### config.mk
export PLATFORM = sky130hd
export DESIGN_NAME = tagged_value_stream_decoder_flat
export DESIGN_NICKNAME = d
export VERILOG_FILES = /design/src/rtl/tvsd_pkg.sv /design/src/rtl/tvsd_in_if.sv /design/src/rtl/tvsd_out_if.sv /design/src/rtl/tvsd_front.sv /design/src/rtl/tvsd_queue.sv /design/src/rtl/tvsd_back.sv /design/src/rtl/tagged_value_stream_decoder.sv /design/src/flat_wrapper.sv
export VERILOG_INCLUDE_DIRS = /design/src /design/src/rtl
export SDC_FILE = /design/constraint.sdc
export NUM_CORES = 1
export LEC_CHECK = 0
export BUFFER_PORTS_ARGS = -buffer_cell sky130_fd_sc_hd__clkbuf_2
export CAP_MARGIN = 20
export CORE_MARGIN = 1.5
export CORE_UTILIZATION = 45
export CTS_CLUSTER_DIAMETER = 50
export DETAILED_ROUTE_END_ITERATION = 12
export PLACE_DENSITY = 0.66
export SLEW_MARGIN = 30
export SYNTH_ARGS = -nofsm -noshare
export SYNTH_HDL_FRONTEND = slang
export SYNTH_HIERARCHICAL = 1
export SYNTH_SLANG_ARGS = --single-unit
export TNS_END_PERCENT = 50
### constraint.sdc
create_clock -name clk -period 12.7 [get_ports clk]
set_clock_uncertainty 0.05 [all_clocks]
set_input_delay 1.27 -clock clk [delete_from_list [all_inputs] [get_ports clk]]
set_output_delay 1.27 -clock clk [all_outputs]
set_load 0.02 [all_outputs]
### src/rtl/tagged_value_stream_decoder_macros.svh
// assertion macros shared by the decoder's rtl files
`ifndef TAGGED_VALUE_STREAM_DECODER_MACROS_SVH
`define TAGGED_VALUE_STREAM_DECODER_MACROS_SVH

// condition holds at every clock edge out of reset
`define TVSD_ASSERT_ALWAYS(label, clk_sig, rst_sig, cond) \
	label: assert property (@(posedge clk_sig) disable iff (!rst_sig) (cond)) \
		else $error("tvsd: invariant violated");

// consequent holds in the same cycle as the antecedent
`define TVSD_ASSERT_IMPLIES(label, clk_sig, rst_sig, ante, cons) \
	label: assert property (@(posedge clk_sig) disable iff (!rst_sig) (ante) |-> (cons)) \
		else $error("tvsd: implication violated");

`endif

### src/rtl/tvsd_pkg.sv
`default_nettype none

package tvsd_pkg;

	// result kinds
	localparam logic [3:0] KIND_U8      = 4'd0;
	localparam logic [3:0] KIND_U16     = 4'd1;
	localparam logic [3:0] KIND_S32     = 4'd2;
	localparam logic [3:0] KIND_SMALL   = 4'd3;
	localparam logic [3:0] KIND_FALSE   = 4'd4;
	localparam logic [3:0] KIND_TRUE    = 4'd5;
	localparam logic [3:0] KIND_STRING  = 4'd6;
	localparam logic [3:0] KIND_UNKNOWN = 4'd7;
	localparam logic [3:0] KIND_TRUNC   = 4'd8;

	// tag bytes and masks
	localparam logic [7:0] TAG_U8     = 8'h04;
	localparam logic [7:0] TAG_U16    = 8'h05;
	localparam logic [7:0] TAG_S32    = 8'h07;
	localparam logic [7:0] TAG_STRING = 8'hC0;
	localparam logic [7:0] TAG_SMALL  = 8'h80;
	localparam logic [7:0] TAG_FALSE  = 8'h00;
	localparam logic [7:0] TAG_TRUE   = 8'h01;
	localparam logic [7:0] LEN_MASK   = 8'h3F;

	// configuration register indexes
	localparam logic CFG_HEADER_ENTRIES = 1'b0;
	localparam logic CFG_MAP_ENTRIES    = 1'b1;

	localparam logic [7:0]  HEADER_ENTRIES_RESET = 8'd19;
	localparam logic [15:0] MAP_ENTRIES_RESET    = 16'd160;
	localparam logic [15:0] COUNT_MAX            = 16'hFFFF;

	localparam int QUEUE_DEPTH = 2;

	// one decoded element on its way from front to back
	typedef struct packed {
		logic [3:0]  kind;
		logic [31:0] value;
		logic [15:0] num;
		logic        last;
	} evt_t;

	typedef struct packed {
		logic full;
		logic empty;
	} q_stat_t;

endpackage

`default_nettype wire

### src/rtl/tvsd_in_if.sv
`default_nettype none

interface tvsd_in_if;
	logic       valid;
	logic       ready;
	logic [7:0] data_byte;
	logic       last_byte;

	modport source (output valid, output data_byte, output last_byte, input ready);
	modport sink (input valid, input data_byte, input last_byte, output ready);
endinterface

`default_nettype wire

### src/rtl/tvsd_out_if.sv
`default_nettype none

interface tvsd_out_if;
	logic               valid;
	logic               ready;
	logic [3:0]         kind;
	logic signed [31:0] value;
	logic [15:0]        element_number;
	logic               in_map;
	logic               packet_end;

	modport source (output valid, output kind, output value, output element_number,
		output in_map, output packet_end, input ready);
	modport sink (input valid, input kind, input value, input element_number,
		input in_map, input packet_end, output ready);
endinterface

`default_nettype wire

### src/rtl/tvsd_front.sv
`default_nettype none
`include "tagged_value_stream_decoder_macros.svh"

module tvsd_front (
	input  wire logic              clk,
	input  wire logic              arst_n,
	tvsd_in_if.sink                in_ch,
	input  wire tvsd_pkg::q_stat_t q_stat,
	output logic                   push,
	output tvsd_pkg::evt_t         evt
);

	logic [5:0]  left_q;
	logic [2:0]  pend_q;
	logic [31:0] acc_q;
	logic [15:0] cnt_q;
	logic        stopped_q;

	logic        hit;
	logic [7:0]  b;
	logic [3:0]  dec_kind;
	logic [5:0]  dec_need;
	logic [31:0] dec_val;
	logic [5:0]  left_n;
	logic [31:0] acc_n;
	logic [15:0] num;
	logic        emit;
	logic [3:0]  emit_kind;
	logic [31:0] emit_val;

	assign in_ch.ready = !q_stat.full;
	assign hit = in_ch.valid && in_ch.ready;
	assign b   = in_ch.data_byte;
	assign num = (cnt_q == tvsd_pkg::COUNT_MAX) ? tvsd_pkg::COUNT_MAX : cnt_q + 16'd1;
	assign left_n = left_q - 6'd1;
	assign acc_n = ({1'b0, pend_q} == tvsd_pkg::KIND_STRING) ? acc_q : {acc_q[23:0], b};

	// tag classification
	always_comb begin
		dec_kind = tvsd_pkg::KIND_UNKNOWN;
		dec_need = 6'd0;
		dec_val  = 32'd0;
		if (b == tvsd_pkg::TAG_U8) begin
			dec_kind = tvsd_pkg::KIND_U8;
			dec_need = 6'd1;
		end else if (b == tvsd_pkg::TAG_U16) begin
			dec_kind = tvsd_pkg::KIND_U16;
			dec_need = 6'd2;
		end else if (b == tvsd_pkg::TAG_S32) begin
			dec_kind = tvsd_pkg::KIND_S32;
			dec_need = 6'd4;
		end else if ((b & tvsd_pkg::TAG_STRING) == tvsd_pkg::TAG_STRING) begin
			dec_kind = tvsd_pkg::KIND_STRING;
			dec_need = b[5:0];
			dec_val  = {26'd0, b[5:0]};
		end else if ((b & tvsd_pkg::TAG_SMALL) == tvsd_pkg::TAG_SMALL) begin
			dec_kind = tvsd_pkg::KIND_SMALL;
			dec_val  = {24'd0, b & tvsd_pkg::LEN_MASK};
		end else if (b == tvsd_pkg::TAG_FALSE) begin
			dec_kind = tvsd_pkg::KIND_FALSE;
		end else if (b == tvsd_pkg::TAG_TRUE) begin
			dec_kind = tvsd_pkg::KIND_TRUE;
			dec_val  = 32'd1;
		end
	end

	// does this byte finish an element
	always_comb begin
		emit      = 1'b0;
		emit_kind = tvsd_pkg::KIND_TRUNC;
		emit_val  = 32'd0;
		if (stopped_q) begin
			emit = 1'b0;
		end else if (left_q != 6'd0) begin
			if (left_n == 6'd0) begin
				emit      = 1'b1;
				emit_kind = {1'b0, pend_q};
				emit_val  = acc_n;
			end else if (in_ch.last_byte) begin
				emit = 1'b1;
			end
		end else begin
			if (dec_need == 6'd0) begin
				emit      = 1'b1;
				emit_kind = dec_kind;
				emit_val  = dec_val;
			end else if (in_ch.last_byte) begin
				emit = 1'b1;
			end
		end
	end

	assign push       = hit && emit;
	assign evt.kind   = emit_kind;
	assign evt.value  = emit_val;
	assign evt.num    = num;
	assign evt.last   = in_ch.last_byte;

	always_ff @(posedge clk or negedge arst_n) begin
		if (!arst_n) begin
			left_q    <= 6'd0;
			pend_q    <= 3'd0;
			acc_q     <= 32'd0;
			cnt_q     <= 16'd0;
			stopped_q <= 1'b0;
		end else if (hit) begin
			if (in_ch.last_byte) begin
				left_q    <= 6'd0;
				pend_q    <= 3'd0;
				acc_q     <= 32'd0;
				cnt_q     <= 16'd0;
				stopped_q <= 1'b0;
			end else begin
				if (emit) begin
					cnt_q <= num;
				end
				if (!stopped_q) begin
					if (left_q != 6'd0) begin
						left_q <= left_n;
						acc_q  <= acc_n;
					end else if (dec_need == 6'd0) begin
						if (dec_kind == tvsd_pkg::KIND_UNKNOWN) begin
							stopped_q <= 1'b1;
						end
					end else begin
						pend_q <= dec_kind[2:0];
						left_q <= dec_need;
						acc_q  <= dec_val;
					end
				end
			end
		end
	end

	`TVSD_ASSERT_IMPLIES(a_stop_no_pending, clk, arst_n, stopped_q, left_q == 6'd0)
	`TVSD_ASSERT_IMPLIES(a_pending_not_trunc, clk, arst_n, left_q != 6'd0,
		{1'b0, pend_q} != tvsd_pkg::KIND_UNKNOWN)

endmodule

`default_nettype wire

### src/rtl/tvsd_queue.sv
`default_nettype none
`include "tagged_value_stream_decoder_macros.svh"

// small fifo between front and back, depth two or more
module tvsd_queue #(
	parameter int DEPTH = tvsd_pkg::QUEUE_DEPTH
) (
	input  wire logic           clk,
	input  wire logic           arst_n,
	input  wire logic           push,
	input  wire tvsd_pkg::evt_t push_data,
	input  wire logic           pop,
	output tvsd_pkg::evt_t      head,
	output tvsd_pkg::q_stat_t   stat
);

	localparam int PW = $clog2(DEPTH);
	localparam int CW = $clog2(DEPTH + 1);

	tvsd_pkg::evt_t slot_q [DEPTH];
	logic [PW-1:0]  wr_ptr_q;
	logic [PW-1:0]  rd_ptr_q;
	logic [CW-1:0]  cnt_q;

	assign stat.full  = (cnt_q == CW'(DEPTH));
	assign stat.empty = (cnt_q == CW'(0));
	assign head       = slot_q[rd_ptr_q];

	always_ff @(posedge clk) begin
		if (push) begin
			slot_q[wr_ptr_q] <= push_data;
		end
	end

	always_ff @(posedge clk or negedge arst_n) begin
		if (!arst_n) begin
			wr_ptr_q <= '0;
			rd_ptr_q <= '0;
			cnt_q    <= '0;
		end else begin
			if (push) begin
				wr_ptr_q <= (wr_ptr_q == PW'(DEPTH - 1)) ? '0 : wr_ptr_q + PW'(1);
			end
			if (pop) begin
				rd_ptr_q <= (rd_ptr_q == PW'(DEPTH - 1)) ? '0 : rd_ptr_q + PW'(1);
			end
			if (push && !pop) begin
				cnt_q <= cnt_q + CW'(1);
			end else if (pop && !push) begin
				cnt_q <= cnt_q - CW'(1);
			end
		end
	end

	`TVSD_ASSERT_IMPLIES(a_no_push_full, clk, arst_n, push, !stat.full)
	`TVSD_ASSERT_ALWAYS(a_cnt_in_range, clk, arst_n, cnt_q <= CW'(DEPTH))

endmodule

`default_nettype wire

### src/rtl/tvsd_back.sv
`default_nettype none
`include "tagged_value_stream_decoder_macros.svh"

module tvsd_back (
	input  wire logic              clk,
	input  wire logic              arst_n,
	input  wire logic              cfg_wr_en,
	input  wire logic              cfg_index,
	input  wire logic [15:0]       cfg_data,
	input  wire tvsd_pkg::evt_t    head,
	input  wire tvsd_pkg::q_stat_t q_stat,
	output logic                   pop,
	tvsd_out_if.source             out_ch
);

	logic [7:0]  hdr_q;
	logic [15:0] map_q;
	logic        out_valid_q;
	logic [3:0]  kind_q;
	logic [31:0] value_q;
	logic [15:0] num_q;
	logic        in_map_q;
	logic        last_q;

	logic [16:0] num_x;
	logic [16:0] hdr_x;
	logic [16:0] hi_x;
	logic        in_map;

	// window check: header < num <= header + map
	assign num_x  = {1'b0, head.num};
	assign hdr_x  = {9'd0, hdr_q};
	assign hi_x   = hdr_x + {1'b0, map_q};
	assign in_map = (num_x > hdr_x) && (num_x <= hi_x);

	assign pop = !q_stat.empty && (!out_valid_q || out_ch.ready);

	always_ff @(posedge clk or negedge arst_n) begin
		if (!arst_n) begin
			hdr_q <= tvsd_pkg::HEADER_ENTRIES_RESET;
			map_q <= tvsd_pkg::MAP_ENTRIES_RESET;
		end else if (cfg_wr_en) begin
			unique case (cfg_index)
				tvsd_pkg::CFG_HEADER_ENTRIES: hdr_q <= cfg_data[7:0];
				tvsd_pkg::CFG_MAP_ENTRIES:    map_q <= cfg_data;
				default:                      hdr_q <= hdr_q;
			endcase
		end
	end

	always_ff @(posedge clk or negedge arst_n) begin
		if (!arst_n) begin
			out_valid_q <= 1'b0;
		end else if (pop) begin
			out_valid_q <= 1'b1;
		end else if (out_ch.ready) begin
			out_valid_q <= 1'b0;
		end
	end

	always_ff @(posedge clk) begin
		if (pop) begin
			kind_q   <= head.kind;
			value_q  <= head.value;
			num_q    <= head.num;
			in_map_q <= in_map;
			last_q   <= head.last;
		end
	end

	assign out_ch.valid          = out_valid_q;
	assign out_ch.kind           = kind_q;
	assign out_ch.value          = $signed(value_q);
	assign out_ch.element_number = num_q;
	assign out_ch.in_map         = in_map_q;
	assign out_ch.packet_end     = last_q;

	`TVSD_ASSERT_IMPLIES(a_in_map_numbered, clk, arst_n, out_valid_q && in_map_q,
		num_q != 16'd0)

endmodule

`default_nettype wire

### src/rtl/tagged_value_stream_decoder.sv
`default_nettype none

// Tagged value stream decoder. Payload bytes of one packet at a time enter on
// in_ch, one byte per cycle, with last_byte on the final byte. Each completed
// element (u8, u16, s32, 6-bit small, false, true, skipped string, unknown tag,
// or a truncation when the packet ends inside an element) gives one item on
// out_ch with its kind, value, 1-based element number and an in_map flag for
// header_entries < number <= header_entries + map_entries. After an unknown tag
// the rest of the packet is dropped. Sustained rate is one byte per cycle in
// and one result per cycle out; a byte is taken whenever the front-to-back
// queue has room, so input stalls only while out_ch holds back results. A result
// is written into the queue by the edge that accepts its byte and is then loaded
// into the output register once out_ch can take it. Configuration (index 0
// header_entries, index 1 map_entries) is written through cfg_wr_en / cfg_index /
// cfg_data while the block is idle; QUEUE_DEPTH must be two or more.
module tagged_value_stream_decoder #(
	parameter int QUEUE_DEPTH = tvsd_pkg::QUEUE_DEPTH
) (
	input  wire logic        clk,
	input  wire logic        arst_n,
	input  wire logic        cfg_wr_en,
	input  wire logic        cfg_index,
	input  wire logic [15:0] cfg_data,
	tvsd_in_if.sink          in_ch,
	tvsd_out_if.source       out_ch
);

	// front to queue
	logic              push;
	tvsd_pkg::evt_t    push_evt;

	// queue to back
	logic              pop;
	tvsd_pkg::evt_t    head_evt;
	tvsd_pkg::q_stat_t q_stat;

	// front: tag decode, payload gathering, element count, stop after unknown tag
	tvsd_front u_front (
		.clk    (clk),
		.arst_n (arst_n),
		.in_ch  (in_ch),
		.q_stat (q_stat),
		.push   (push),
		.evt    (push_evt)
	);

	// decouples the byte side from output backpressure
	tvsd_queue #(
		.DEPTH (QUEUE_DEPTH)
	) u_queue (
		.clk       (clk),
		.arst_n    (arst_n),
		.push      (push),
		.push_data (push_evt),
		.pop       (pop),
		.head      (head_evt),
		.stat      (q_stat)
	);

	// back: map window check, config registers, output register
	tvsd_back u_back (
		.clk       (clk),
		.arst_n    (arst_n),
		.cfg_wr_en (cfg_wr_en),
		.cfg_index (cfg_index),
		.cfg_data  (cfg_data),
		.head      (head_evt),
		.q_stat    (q_stat),
		.pop       (pop),
		.out_ch    (out_ch)
	);

endmodule

`default_nettype wire
### src/flat_wrapper.sv
// flat-port wrapper written by rule: the top's interface ports become plain ports
module tagged_value_stream_decoder_flat 
#(
	parameter int QUEUE_DEPTH = tvsd_pkg::QUEUE_DEPTH
)
  (clk, arst_n, cfg_wr_en, cfg_index, cfg_data, in_ch_valid, in_ch_data_byte, in_ch_last_byte, in_ch_ready, out_ch_valid, out_ch_kind, out_ch_value, out_ch_element_number, out_ch_in_map, out_ch_packet_end, out_ch_ready);
  tvsd_in_if in_ch_i ();
  tvsd_out_if out_ch_i ();
  input  wire logic clk;
  input  wire logic arst_n;
  input  wire logic cfg_wr_en;
  input  wire logic cfg_index;
  input  wire logic [15:0] cfg_data;
  input wire logic [$bits(in_ch_i.valid)-1:0] in_ch_valid;
  input wire logic [$bits(in_ch_i.data_byte)-1:0] in_ch_data_byte;
  input wire logic [$bits(in_ch_i.last_byte)-1:0] in_ch_last_byte;
  output wire logic [$bits(in_ch_i.ready)-1:0] in_ch_ready;
  output wire logic [$bits(out_ch_i.valid)-1:0] out_ch_valid;
  output wire logic [$bits(out_ch_i.kind)-1:0] out_ch_kind;
  output wire logic [$bits(out_ch_i.value)-1:0] out_ch_value;
  output wire logic [$bits(out_ch_i.element_number)-1:0] out_ch_element_number;
  output wire logic [$bits(out_ch_i.in_map)-1:0] out_ch_in_map;
  output wire logic [$bits(out_ch_i.packet_end)-1:0] out_ch_packet_end;
  input wire logic [$bits(out_ch_i.ready)-1:0] out_ch_ready;
  assign in_ch_i.valid = in_ch_valid;
  assign in_ch_i.data_byte = in_ch_data_byte;
  assign in_ch_i.last_byte = in_ch_last_byte;
  assign in_ch_ready = in_ch_i.ready;
  assign out_ch_valid = out_ch_i.valid;
  assign out_ch_kind = out_ch_i.kind;
  assign out_ch_value = out_ch_i.value;
  assign out_ch_element_number = out_ch_i.element_number;
  assign out_ch_in_map = out_ch_i.in_map;
  assign out_ch_packet_end = out_ch_i.packet_end;
  assign out_ch_i.ready = out_ch_ready;
  tagged_value_stream_decoder #(.QUEUE_DEPTH(QUEUE_DEPTH)) u_core (.clk(clk), .arst_n(arst_n), .cfg_wr_en(cfg_wr_en), .cfg_index(cfg_index), .cfg_data(cfg_data), .in_ch(in_ch_i), .out_ch(out_ch_i));
endmodule
==> results.ini, run 1 <==
[worst_setup_path]
ff2ff_path_depth = 9
cp.required_ns = 12.81
critPathMaxStageDelay_ns = 0.58
crit_path_end_kind = flop
crit_path_cell_trace = inv_1 > ha_1 > or4b_1 > or3_1 > a22oi_2 > inv_2 > a21oi_1 > nor2b_4 > buf_4
arrival_ns = 4.28
cp-start-kind = flop
path_class = reg -> reg
cp_max_fo = 53
worst_path_max_delay_cell = buf_4

[route]
wl_per_cell_um = 18.7
routed_wl_mm = 25.0
vias = 7548
drt_iter0_drc = 631
vias_per_cell = 5.65
post-route-drc-count = 0
detailedRoute.firstPassIterationCount = 5
drtAntennaViolNets = 0

[grt]
grt_max_degree = 63
gr-total-overflow = 0
track_usage = 0.185
grtUsageMet3 = 0.0269
use_met2 = 0.280
grt_pass1_wl_mm = 39.0
use_met1 = 0.281
grt-busiest-layer = met1
antenna_found_initial = 0
grt_pass1_vias = 7100

[logic_synthesis]
yosysMostFrequentCell = edfxtp_1
synth-edff-count = 160
postSynthCellCount = 904
synthSimpleGateAreaFrac = 0.105
synth_compound_area_frac = 0.123
synth_commonest_cells = 160 x edfxtp_1, 105 x nand2_1, 82 x dfrtp_1
yosysWarningCount = 6
ys_ff_latch = 247
ys_async_sr_fraction = 0.352
synth_cell_types = 78
synthAdderAreaFrac = 0.0401
synth_top_family_by_area = compound AO/OA/AOI/OAI gates
synth_xor_area_frac = 0.0164
synth.largest_area_cell = edfxtp_1
syn_area_per_cell_um2 = 13.0
netlist_area_um2 = 11700
syn-num-nets = 972
ys.flop_type = edfxtp_1
muxShareOfSynthArea = 0.0845
ys_seq_area_frac = 0.595
ys_top_cells_by_area = edfxtp_1 41%, dfrtp_1 17%, mux2_4 6.3%, ha_1 3.8%, nand2_1 3.4%
synth.top_cell.area_share = 0.409

[sta]
slew_headroom = 0.342
post-route-period-util = 0.328
rsz0062_at_grt = false
drv_slew = 0
worst_pin_slew_ns = 0.986
setup_tns_ns = 0
hold_violations = 0
max_freq_mhz = 240
setup_viol = 0
period_needed_ns = 4.17

[placement]
place_hpwl_mm = 16.4
io_buffers = 86
gp_congestion = 0.857

[cts]
clockBufferDepth = 3
cts_resized = 0
cts-root-buf = clkbuf_16
post-cts-setup-buffers = 0
cts-buffers-inserted = 30
cts_tree = built
hold_buffers = 0
clkSinkCount = 247
cts-htree-levels = 1
clk_latency_ns = 0.54
clk_pin_slew_ns = 0.06

[die]
die_h_um = 165
rows = 58
fp.coreArea_um2 = 25400
io-pin-count = 87
die_area_um2 = 27100
start_util = 0.462
die_width_um = 165

[pwr]
total_power_w = 0.00315
irDropWorstVdd_mv = 0.165
p_per_area_nw_per_um2 = 236
power.leakage_nw = 5.36

[run]
cap_violations = 0

[worst_hold_path]
hp-class = reg -> reg
hold_depth = 1

[cells_and_area]
nFillCells = 2151
drive_above_1_share = 0.242
area_delta_synth_final_pct = 13.8
antenna_cells = 0
fin_nets = 1051

[outcome]
outcome = complete, no violations

## power by group
part | internal (W) | leakage, nW | switching, W
logic | 0.000411 | 2.25 | 0.000653
registers | 0.00116 | 2.65 | 0.000117
clock network | 0.000483 | 0.460 | 0.000331
## per-layer routing
layer	vias up	share of wire	wire length, um
met1	3717	0.49	12200
met2	232	0.44	11100
li1	3572	-	-
met4	0	0.014	348
met5	-	0	0
met3	27	0.054	1350
## critical path, delay by kind of cell, from the launching register on
kind,cells,cell delay [ns]
flops,1,0.43
simple gates,3,1.18
compound gates,2,0.94
fa+ha+maj,1,0.21
buf+inv,3,0.92
## cells in the final DEF (no fill, tap or decap), types with 13 or more instances in the layout
cell type / n
a21oi_1: 51
a22o_1: 26
clkbuf_16: 31
clkbuf_2: 85
dfrtp_1: 81
edfxtp_1: 160
ha_1: 36
inv_1: 27
mux2_2: 21
mux2_4: 49
nand2_1: 105
nand2b_1: 13
nand3_1: 15
nor2_1: 37
nor3_1: 14
o21ai_0: 19
xor2_1: 13
## logic make-up (layout without fill, tap and decap cells)
| group | after synthesis | after routing |
|---|---|---|
| and+or+nand+nor | 252 | 252 |
| DFF | 247 | 247 |
| AOI/OAI and AO/OA | 197 | 197 |
| buffers and inverters | 77 | 180 |
| muxes | 72 | 72 |
| adders and majority gates | 37 | 37 |
| xor gates and xnor gates | 22 | 22 |
## state kept, by name, summed over array words and instances, names as in the netlist
register                             cells
u_core/u_back/out_ch.valid               1
u_core/u_back/out_ch.packet_end          1
u_core/u_queue/wr_ptr_q                  1
u_core/u_back/hdr_q                      8
u_core/u_front/cnt_q                    16
u_core/u_queue/cnt_q                     2
u_core/u_front/stopped_q                 1
u_core/u_back/out_ch.kind                4
u_core/u_front/acc_q                    32
u_core/u_front/pend_q                    3
u_core/u_back/map_q                     16
u_core/u_queue/rd_ptr_q                  1
u_core/u_back/out_ch.value              32
u_core/u_back/out_ch.in_map              1
u_core/u_front/left_q                    6
u_core/u_queue/slot_q                  106
u_core/u_back/out_ch.element_number     16
## final timing paths
check	from	to	slack (ns)
hold reg to reg	u_core/u_queue/cnt_q[1]	u_core/u_queue/cnt_q[1]	0.46
max in group asynchronous	arst_n	u_core/u_front/cnt_q[9]	10.85
setup / recovery	u_core/u_front/left_q[0]	u_core/u_queue/slot_q[0][45]	8.53
hold / removal	u_core/u_queue/cnt_q[1]	u_core/u_queue/cnt_q[1]	0.46
min in group asynchronous	arst_n	u_core/u_queue/rd_ptr_q	0.60
setup reg to reg	u_core/u_front/left_q[0]	u_core/u_queue/slot_q[0][45]	8.53
## cell type report
| cell class | count | area [um^2] | share of cell area |
|---|---|---|---|
| clock inverters | 16 | 141 | 0.0106 |
| multi-input cells | 580 | 4370 | 0.327 |
| repair buffers | 96 | 519 | 0.0388 |
| clock buffers | 40 | 830 | 0.0620 |
| inverters | 28 | 105 | 0.00786 |
| flip-flops and latches | 247 | 6990 | 0.523 |
| well taps | 330 | 413 | 0.0309 |
## stage by stage
stage / hold slack, ns / util / std cells / cell area [um^2] / setup slack [ns]
after floorplan: 0.405 / - / 904 / 11700 / 6.97
after global placement: 0.439 / 0.487 / 1279 / 12400 / 7.78
after detailed placement: 0.443 / 0.488 / 1281 / 12400 / 8.20
after CTS: 0.460 / 0.526 / 1337 / 13400 / 8.51
after global routing: 0.477 / 0.526 / 1337 / 13400 / 8.28
final: 0.456 / 0.526 / 1337 / 13400 / 8.53
Note: power is estimated with default switching activity, not from simulation.
==> run 2, diff against run 1 <==
Settings changed: PLACE_DENSITY 0.66 to 0.68.
Clock period 12.7 ns to 3.55 ns, I/O delays scaled along.
==> run 2 against run 1 <==
Compared with the run above: global-route usage shrank 0.48 points; worst hold slack lost 0.41 ns; sequential power grew to 3.6 times the previous value; flip-flop and latch count is the same; critical path depth grew 4; via count grew 2.6%; non-clock buffer count grew 26; largest cell class unchanged.
==> results.ini, run 2 (synthesis gave the netlist of run 1 again) <==
[route]
post-route-drc-count = 0  ; unchanged
drt_iter0_drc = 536  ; was 631
vias = 7747  ; was 7,548
vias_per_cell = 5.70  ; was 5.65
drtAntennaViolNets = 0  ; unchanged
routed_wl_mm = 24.1  ; was 25.0 mm
detailedRoute.firstPassIterationCount = 4  ; was 5
wl_per_cell_um = 17.7  ; was 18.7 um

[cells_and_area]
drive_above_1_share = 0.250  ; was 0.242
area_delta_synth_final_pct = 16.4  ; was 13.8%
antenna_cells = 0  ; unchanged
design_area_um2 = 13700  ; was 13,400 um^2
layout_commonest_cell = edfxtp_1  ; unchanged
mostFrequentLayoutCells = 160 x edfxtp_1, 105 x nand2_1, 85 x clkbuf_2  ; unchanged
regMostFlops = u_core/u_queue/slot_q  ; unchanged
fin_nets = 1076  ; was 1,051
nFillCells = 2128  ; was 2,151
largest_reg_flops = 106  ; unchanged
final_core_util = 0.538  ; was 0.526

[grt]
grt_pass1_wl_mm = 38.3  ; was 39.0 mm
grt_pass1_vias = 7372  ; was 7,100
grt_max_degree = 68  ; was 63
antenna_found_initial = 0  ; unchanged
gr-total-overflow = 0  ; unchanged
track_usage = 0.180  ; was 0.185

[sta]
post-route-period-util = 0.962  ; was 0.328
worst_pin_slew_ns = 0.925  ; was 0.986 ns
setup_ws_ns = 0.135  ; was 8.53 ns
drv_slew = 0  ; unchanged
period_needed_ns = 3.42  ; was 4.17 ns
holdWs_ns = 0.0459  ; was 0.456 ns
hold_violations = 0  ; unchanged
slew_headroom = 0.379  ; was 0.342
max_freq_mhz = 293  ; was 240 MHz
setup_tns_ns = 0  ; unchanged
setup_viol = 0  ; unchanged

[cts]
clockBufferDepth = 3  ; unchanged
cts-buffers-inserted = 29  ; was 30
cts-htree-levels = 1  ; unchanged
clk_latency_ns = 0.54  ; about the same
clk_pin_slew_ns = 0.06  ; about the same
cts-root-buf = clkbuf_16  ; unchanged
cts_tree = built  ; unchanged
clkSinkCount = 247  ; unchanged

[placement]
place_ws_ns = 0.0625  ; was 8.20 ns
gp_congestion = 0.851  ; was 0.857
place_hpwl_mm = 15.7  ; was 16.4 mm
io_buffers = 86  ; unchanged
place_area_um2 = 12500  ; was 12,400 um^2

[pwr]
p_per_area_nw_per_um2 = 828  ; was 236 nW/um^2
irDropWorstVdd_mv = 0.451  ; was 0.165 mV
power.leakage_nw = 5.48  ; was 5.36 nW

[die]
rows = 58  ; unchanged
die_width_um = 165  ; unchanged
io-pin-count = 87  ; unchanged
die_area_um2 = 27100  ; unchanged
fp.coreArea_um2 = 25400  ; unchanged
die_h_um = 165  ; unchanged
start_util = 0.462  ; unchanged

[run]
cap_violations = 0  ; unchanged

[worst_setup_path]
cp_max_fo = 5  ; was 53
cp-start-kind = flop  ; unchanged
path_class = reg -> reg  ; unchanged
crit_path_cell_trace = ha_2 > fa_2 > a211oi_4 > o211ai_2 > nand3_2 > nor2_1 > xnor2_1 > ha_1 > nand3_1 > or3_4 > a211o_1 > a31oi_1 > a211oi_2  ; was inv_1 > ha_1 > or4b_1 > or3_1 > a22oi_2 > inv_2 > a21oi_1 > nor2b_4 > buf_4
worst_path_max_delay_cell = fa_2  ; was buf_4
crit_path_end_kind = flop  ; unchanged
cp.required_ns = 3.77  ; was 12.81 ns
critPathMaxStageDelay_ns = 0.44  ; was 0.58 ns
arrival_ns = 3.64  ; was 4.28 ns

[worst_hold_path]
hp-class = in -> reg  ; was reg -> reg

[outcome]
outcome = complete, no violations  ; unchanged

[run 2: cell types whose count changed in the layout (fill, tap and decap cells not counted), moves of 3 or more]
cell           previous run  this run
buf_4                     9        16
clkinvlp_4                5         2
ha_2                      0         3
ha_1                     36        33
dlygate4sd3_1             0        17
[run 2: final timing paths]
kind	startpoint	end	slack (ns)	cells after the start
hold reg to reg	u_core/u_queue/cnt_q[1]	u_core/u_queue/cnt_q[1]	0.44	1
min in group asynchronous	arst_n	u_core/u_front/acc_q[18]	0.33	2
hold / removal	cfg_data[0]	u_core/u_back/map_q[0]	0.05	2
setup / recovery	u_core/u_back/hdr_q[0]	u_core/u_back/out_ch.in_map	0.13	13
max in group asynchronous	arst_n	u_core/u_front/acc_q[7]	2.45	3
setup reg to reg	u_core/u_back/hdr_q[0]	u_core/u_back/out_ch.in_map	0.13	13
[run 2: worst max-delay path, delay by kind of cell, from the launching register on]
kind / cells / cell delay, ns
AO/OA/AOI/OAI: 5 / 0.97
XOR/XNOR: 1 / 0.12
adder cells (fa/ha/maj): 3 / 0.95
flip-flops: 1 / 0.38
AND/OR/NAND/NOR: 4 / 0.67
[run 2: per-layer routing]
| layer | global-route usage | routed length (um) |
|---|---|---|
| met1 | 0.262 | 11100 |
| met2 | 0.279 | 11000 |
| met3 | 0.0269 | 1430 |
| met4 | 0.0541 | 454 |
| met5 | 0 | 0 |
[run 2: cell type report]
cell class	count	area, um^2	area share
sequential	247	6990	0.511
multi-input combinational	580	4420	0.323
timing repair buffer	122	782	0.0572
clock buffer	37	766	0.0560
tap	330	413	0.0302
clock inverter	16	198	0.0145
inverter	28	105	0.00769
[run 2: timing repair]
action / in CTS / in global routing
endpoints found under the hold margin: 78 / 0
endpoints found under the setup margin: 0 / 1
resized for setup: 0 / 10
setup buffers: 0 / 4
hold buffers: 17 / 0
[run 2: power breakdown]
part	internal, W	total, W	switching, W
combinational	0.00153	0.00381	0.00228
sequential	0.00413	0.00458	0.000444
clock	0.00176	0.00294	0.00117
[run 2: stage by stage]
| step | instances | power (W) |
|---|---|---|
| global route | 1360 | 0.0120 |
| global placement | 1285 | 0.00831 |
| floorplan | 904 | 0.00747 |
| CTS | 1356 | 0.0114 |
| finish | 1360 | 0.0113 |
| detailed placement | 1286 | 0.00839 |
